===== config.mk =====
export PLATFORM = sky130hd
export DESIGN_NAME = vpt_screen_map
export DESIGN_NICKNAME = d
export VERILOG_FILES = /design/src/vpt_pkg.sv /design/src/vpt_screen_map.sv
export SDC_FILE = /design/constraint.sdc
export NUM_CORES = 2
export LEC_CHECK = 0
export BUFFER_PORTS_ARGS = -buffer_cell sky130_fd_sc_hd__buf_4
export CAP_MARGIN = 20
export CORE_AREA = 4 4 310 312
export CTS_CLUSTER_SIZE = 14
export DETAILED_ROUTE_END_ITERATION = 10
export DIE_AREA = 0 0 314 316
export GPL_ROUTABILITY_DRIVEN = 0
export GPL_TIMING_DRIVEN = 0
export PLACE_DENSITY = 0.62
export SYNTH_ARGS = -nofsm -noshare
export SYNTH_HDL_FRONTEND = slang
export SYNTH_SLANG_ARGS = --single-unit

===== constraint.sdc =====
create_clock -name clk_i -period 5.45 [get_ports clk_i]
set_input_delay 0.545 -clock clk_i [delete_from_list [all_inputs] [get_ports clk_i]]
set_output_delay 0.545 -clock clk_i [all_outputs]
set_load 0.01 [all_outputs]

===== src/vpt_pkg.sv =====
// ----------------------------------------------------------------------------
// Vertex projective transform package
// Shared widths, register codes and the pipeline tag type.
// ----------------------------------------------------------------------------
`default_nettype none

package vpt_pkg;

  // Fixed-point format of coefficients and coordinates.
  localparam int FracBits = 16;

  // Field widths.
  localparam int CoefW    = 32;
  localparam int VertW    = 32;
  localparam int ScreenW  = 16;
  localparam int OriginW  = 12;
  localparam int ScaleW   = 31;
  localparam int CfgDataW = 31;
  localparam int CoefIdxW = 4;
  localparam int NumCoef  = 16;

  // Internal widths.
  localparam int ProdW  = CoefW + VertW;      // exact coefficient product
  localparam int HW     = ProdW - FracBits + 2; // homogeneous row sum
  localparam int NdcW   = 32;                 // divided coordinate
  localparam int QBits  = NdcW - 1;           // quotient bits below saturation
  localparam int ShiftR = QBits - FracBits;   // integer part cut for the first step
  localparam int MapW   = ProdW + 1;          // screen mapping sum

  // Configuration register indexes.
  typedef enum logic [1:0] {
    CfgOriginX = 2'd0,
    CfgOriginY = 2'd1,
    CfgScale   = 2'd2
  } cfg_idx_e;

  // Input item kinds.
  typedef enum logic {
    ActWrite     = 1'b0,
    ActTransform = 1'b1
  } action_e;

  // Control that travels with every pipeline slot.
  typedef struct packed {
    logic valid;
    logic dz;
  } vtx_tag_t;

endpackage

`default_nettype wire


===== src/vpt_screen_map.sv =====
// ----------------------------------------------------------------------------
// Vertex projective transform: screen mapping lane
// Scales a divided coordinate, adds or subtracts it from the screen origin,
// truncates toward zero and saturates to a 16-bit pixel.
// ----------------------------------------------------------------------------
`default_nettype none

module vpt_screen_map (
  input  wire logic                              clk_i,
  input  wire logic                              rst_ni,
  input  wire logic                              en_i,
  input  wire logic                              flip_i,
  input  wire logic [vpt_pkg::OriginW-1:0]       origin_i,
  input  wire logic [vpt_pkg::ScaleW-1:0]        scale_i,
  input  wire logic signed [vpt_pkg::NdcW-1:0]   ndc_i,
  input  wire vpt_pkg::vtx_tag_t                 tag_i,
  output logic signed [vpt_pkg::ScreenW-1:0]     pix_o,
  output vpt_pkg::vtx_tag_t                      tag_o
);
  import vpt_pkg::*;

  localparam int PixShift = 2 * FracBits;
  localparam logic signed [MapW-1:0] Bias   = (MapW'(1) << PixShift) - MapW'(1);
  localparam logic signed [MapW-1:0] PixMax = MapW'((1 << (ScreenW-1)) - 1);
  localparam logic signed [MapW-1:0] PixMin = -PixMax - MapW'(1);

  logic signed [ProdW-1:0]   prod_q;
  logic signed [ScaleW:0]    scale_s;
  logic signed [MapW-1:0]    base;
  logic signed [MapW-1:0]    total_q;
  logic signed [MapW-1:0]    trunc;
  logic signed [ScreenW-1:0] pix_q;
  vtx_tag_t                  tag1_q, tag2_q, tag3_q;

  // Scale times coordinate, exact.
  assign scale_s = $signed({1'b0, scale_i});

  always_ff @(posedge clk_i) begin
    if (en_i) begin
      prod_q <= scale_s * ndc_i;
    end
  end

  // Origin in the doubled fraction format, then add or subtract.
  assign base = $signed(MapW'(origin_i) << PixShift);

  always_ff @(posedge clk_i) begin
    if (en_i) begin
      total_q <= flip_i ? base - MapW'(prod_q) : base + MapW'(prod_q);
    end
  end

  // Truncate toward zero, saturate, and force zero when w was zero.
  assign trunc = $signed(total_q + (total_q[MapW-1] ? Bias : '0)) >>> PixShift;

  always_ff @(posedge clk_i) begin
    if (en_i) begin
      if (tag2_q.dz) begin
        pix_q <= '0;
      end else if (trunc > PixMax) begin
        pix_q <= PixMax[ScreenW-1:0];
      end else if (trunc < PixMin) begin
        pix_q <= PixMin[ScreenW-1:0];
      end else begin
        pix_q <= trunc[ScreenW-1:0];
      end
    end
  end

  always_ff @(posedge clk_i or negedge rst_ni) begin
    if (!rst_ni) begin
      tag1_q <= '0;
      tag2_q <= '0;
      tag3_q <= '0;
    end else if (en_i) begin
      tag1_q <= tag_i;
      tag2_q <= tag1_q;
      tag3_q <= tag2_q;
    end
  end

  assign pix_o = pix_q;
  assign tag_o = tag3_q;

endmodule

`default_nettype wire


# Yosys cells after proc, flatten, opt, wreduce, memory -nomap -nowiden
# Cells that the tools add are included.
dict set report classes {
  addsub 3
  multipliers 1
  n_lt_le_gt_ge 2
  muxes 4
  reduce_logical 1
}
# op n
set op_table {}
lappend op_table {{$add A45 B64 Y65} 1}
lappend op_table {{$add A65 B32 Y65} 1}
lappend op_table {{$mux W65} 1}
lappend op_table {{$sub A45 B64 Y65} 1}
lappend op_table {{$mul A32 B32 Y64} 1}
lappend op_table {{$gt A33 B16 Y1 const B} 1}
lappend op_table {{$lt A33 B16 Y1 const B} 1}
lappend op_table {{$mux W32} 1}
lappend op_table {{$mux W16} 1}
lappend op_table {{$mux W15} 1}
lappend op_table {{$reduce_or A2 Y1} 1}
dict set report word_totals {
  reg_bits 151
  in_bits 81
  out_inout_bits 18
  elab_cells 21
}

# Depth between registers and ports, before layout
dict set report logic_depth {
  word_depth 5
  ltp_mapped 27
  depth_no_buf 26
}

# Worst setup path after synthesis
# No wires, ideal clock.
dict set report synth_path {
  path_type {in2reg}
  start {in scale_i[21] in the netlist's numbering}
  end {reg prod_q[58] (data pin)}
  setup_time_ns 0.265
  t_arrival_ns 7.125
  required_ns 5.185
  slack_ns -1.940
  path_stages 23
  path_buffers 2
  cell_sequence {clkbuf_1 > nand2_1 > fa_1 > fa_1 > fa_1 > fa_1 > inv_1 > fa_1 > fa_1 > fa_1 > fa_1 > ha_1 > clkbuf_1 > a21o_1 > a31oi_1 > nor2_1 > a2111oi_0 > nand2_1 > o211ai_1 > a21oi_1 > o21ai_0 > o21ai_0 > xor2_1}
}
dict set report synth_via {
  elab_chain_cells 1
}
# item line
set synth_lines {}
lappend synth_lines {{start: declaration} vpt_screen_map.sv:14} ;# input wire logic [vpt_pkg::ScaleW-1:0] scale_i,
lappend synth_lines {{$mul A32 B32 Y64} vpt_screen_map.sv:40} ;# prod_q <= scale_s * ndc_i;
lappend synth_lines {{end signal: assignment} vpt_screen_map.sv:40}
lappend synth_lines {{end: declaration} vpt_screen_map.sv:27} ;# logic signed [ProdW-1:0] prod_q;
# No other way between the ends.
# A chain may end at the register's enable or synchronous reset.

# Worst setup path after layout
dict set report layout_path {
  start {in ndc_i[7] in the netlist's numbering}
  end {reg prod_q[44] (data pin)}
}
dict set report layout_via {
  elab_chain_cells 1
}
# item line
set layout_lines {}
lappend layout_lines {{start: declaration} vpt_screen_map.sv:15} ;# input wire logic signed [vpt_pkg::NdcW-1:0] ndc_i,
lappend layout_lines {{$mul A32 B32 Y64} vpt_screen_map.sv:40}
# No other way between the ends.

==> reports/results.txt <==
Status = finished with violations
Failing checks = negative setup slack
Min Tclk post-route = 7390 ps
Sequential area share after synthesis = 10.8%
HPWL Detailed = 114 mm
First DRT Iteration DRCs = 2864
DRT Pass-1 Iters = 6
Worst Path Arrival = 7580 ps
# nets final = 5975
Worst-skew pair later-pin latency = 450 ps
Area Overhead vs Synth = 19.5%
Core box area = 93000 sq um
Setup ws final = -1940 ps
Io pins = 99
H-Tree Depth = 4
WL per Instance = 23.9 um
Post-synth top area share = 41.7%
# port buffers = 97
Dpl ws = -3370 ps
Final setup fails = 51
Worst Hold Class = input port to flip-flop
Crit Path Class = input port to flip-flop
Syn nets = 5716
Worst-Margin Slew = 927 ps
Synthesized instance count = 4414
Post-synth EDFFs = 145
DRT antenna net count = 0
Mapped Area = 41700 sq um
Chip Width = 314 um
Final Hold Vio Count = 0
Total Routing Usage GR = 28.6%
Slew HR = 37.8%
Post-synth ARST share = 3.97%
Total CTS buffers = 17
Clk sink count = 151
Most frequent cells in the layout = 873 x inv_1, 772 x fa_1, 572 x and2_1
Max-slew violations = 0
Worst setup EP type = flip-flop
Ranking of synthesized cells by area = fa_1 42%, ha_1 11%, edfxtp_1 10%
Die Area = 99200 sq um
Die height = 316 um
Drt drc = 0
Syn. warnings = 0
CP startpoint kind = input port
Total vias in the final route = 32430
Vias in the first global route = 33296
Routed wire length = 142 mm
Yosys top cell by area = fa_1
Commonest non-fill, non-tap cell in the layout = inv_1
Clock Skews = 16.3 ps
Clock buffer depth = 2
Root Driver = clkbuf_16
Starting Density = 44.8%
Overflow after GRT = 0
Achievable Freq = 135 MHz
Main flop type after synthesis = edfxtp_1
Rows = 112
Number of vias per cell = 5.45
Number of max-cap violations = 0
Crit path required time = 5640 ps
Worst-path clk slew = 70 ps
Crit-path max FO = 6
Unrepaired setup endpoints after global routing = true
Crit share post-route = 136%
Post-layout util = 53.5%
Number of library cell types mapped by synthesis = 83
Number of synthesized register bits = 151
First-pass GRT wire length = 210 mm
Final setup TNS = -69000 ps
Synth Area per Inst = 9.44 sq um
Share of cells above drive strength 1 = 18.3%
Initial antenna violation count = 15
Hold slack = 350 ps
CTS tree = built
Largest net degree at the start of global routing = 87
metal layers:
layer	wire length (um)	part of all wire, %	GRT usage (%)
met1	55400	39	37.4
met5	36	0.025	0
met3	14400	10	6.95
met4	8370	5.9	12.9
met2	64000	45	45.3
kinds of logic after synthesis:
kind of cell,synth area share (%)
buffers and inverters,10.1
and+or+nand+nor,17.6
muxes,0.234
DFF,10.8
adders and majority gates,52.3
xor gates and xnor gates,2.88
AOI/OAI and AO/OA,6.12
Yosys cell counts, types with 4 or more instances:
cell type and instances:
a2111oi_0 5, a211o_1 5, a211oi_1 15, a21boi_0 4
a21o_1 23, a21oi_1 117, a221oi_1 5, a311oi_1 5
a31oi_1 20, a41oi_1 4, and2_1 620, and3_1 10
and4_1 4, clkbuf_1 218, dfrtp_1 6, edfxtp_1 145
fa_1 868, ha_1 353, inv_1 895, mux2_2 6
nand2_1 447, nand2b_1 28, nand3_1 41, nand4_1 28
nor2_1 80, nor2b_1 34, nor3_1 30, nor4_1 11
o2111ai_1 6, o211ai_1 8, o21a_1 8, o21ai_0 84
o21ai_1 13, o21bai_1 15, o31a_1 4, o31ai_1 16
o41ai_1 10, or2_2 7, or3_1 8, or4_1 8
xnor2_1 92, xor2_1 45
sequential cells by signal, indices dropped and copies added (netlist names):
signal,cells
total_q,65
tag1_q,2
tag_o,2
pix_o,16
prod_q,64
tag2_q,2
per-stage QoR:
stage / area, sq um / cells
after floorplan: 42400 / 4414
after global placement: 44700 / 5765
after detailed placement: 44700 / 5768
after CTS: 48000 / 5881
after global routing: 49800 / 5942
final: 49800 / 5952
path summary, 6_finish.rpt:
| check | slack (ps) | depth (start not counted) | end | startpoint |
|---|---|---|---|---|
| worst max-delay path | -1940 | 26 | prod_q[44] | ndc_i[7] |
| worst max register to register | 580 | 14 | pix_o[13] | total_q[64] |
| worst min-delay path | 350 | 2 | tag1_q[1] | tag_i[1] |
| max in group asynchronous | 4880 | 2 | tag2_q[0] | rst_ni |
| min in group asynchronous | 460 | 2 | tag1_q[0] | rst_ni |
| worst min register to register | 490 | 0 | total_q[0] | prod_q[0] |
what timing repair did:
action	4_1_cts	5_1_grt
pin swaps	88	171
setup buffers	83	63
hold endpoints to repair	6	0
gates resized for setup	517	385
cloned	5	2
setup endpoints to repair	54	52
hold buffers	1	0
critical path, cell delays in order:
cell and delay (ps):
buf_12 130, clkbuf_16 170, and2_4 150, fa_2 590
fa_1 440, fa_1 510, inv_2 40, fa_1 520
inv_1 50, fa_1 470, inv_1 50, fa_1 490
inv_2 40, fa_2 550, fa_2 500, ha_4 340
nand2_2 60, or3_1 340, a211oi_2 210, or3_4 190
nand3_4 90, o21a_1 220, o311a_1 360, nor3_2 250
a211oi_2 120, xnor2_1 140
final cells by class:
type | count | area [sq um]
antenna | 12 | 30.0
timing repair buffer | 247 | 2250
fill | 8262 | 43300
clock buffer | 17 | 425
sequential | 151 | 4500
multi-input combinational | 3144 | 34900
inverter | 895 | 3360
buffer | 217 | 2620
clock inverter | 15 | 148
tap | 1254 | 1570
Power is left out: the tool's default activity adds up to more than one toggle a clock period on the data nets, which glitch-free logic cannot reach.
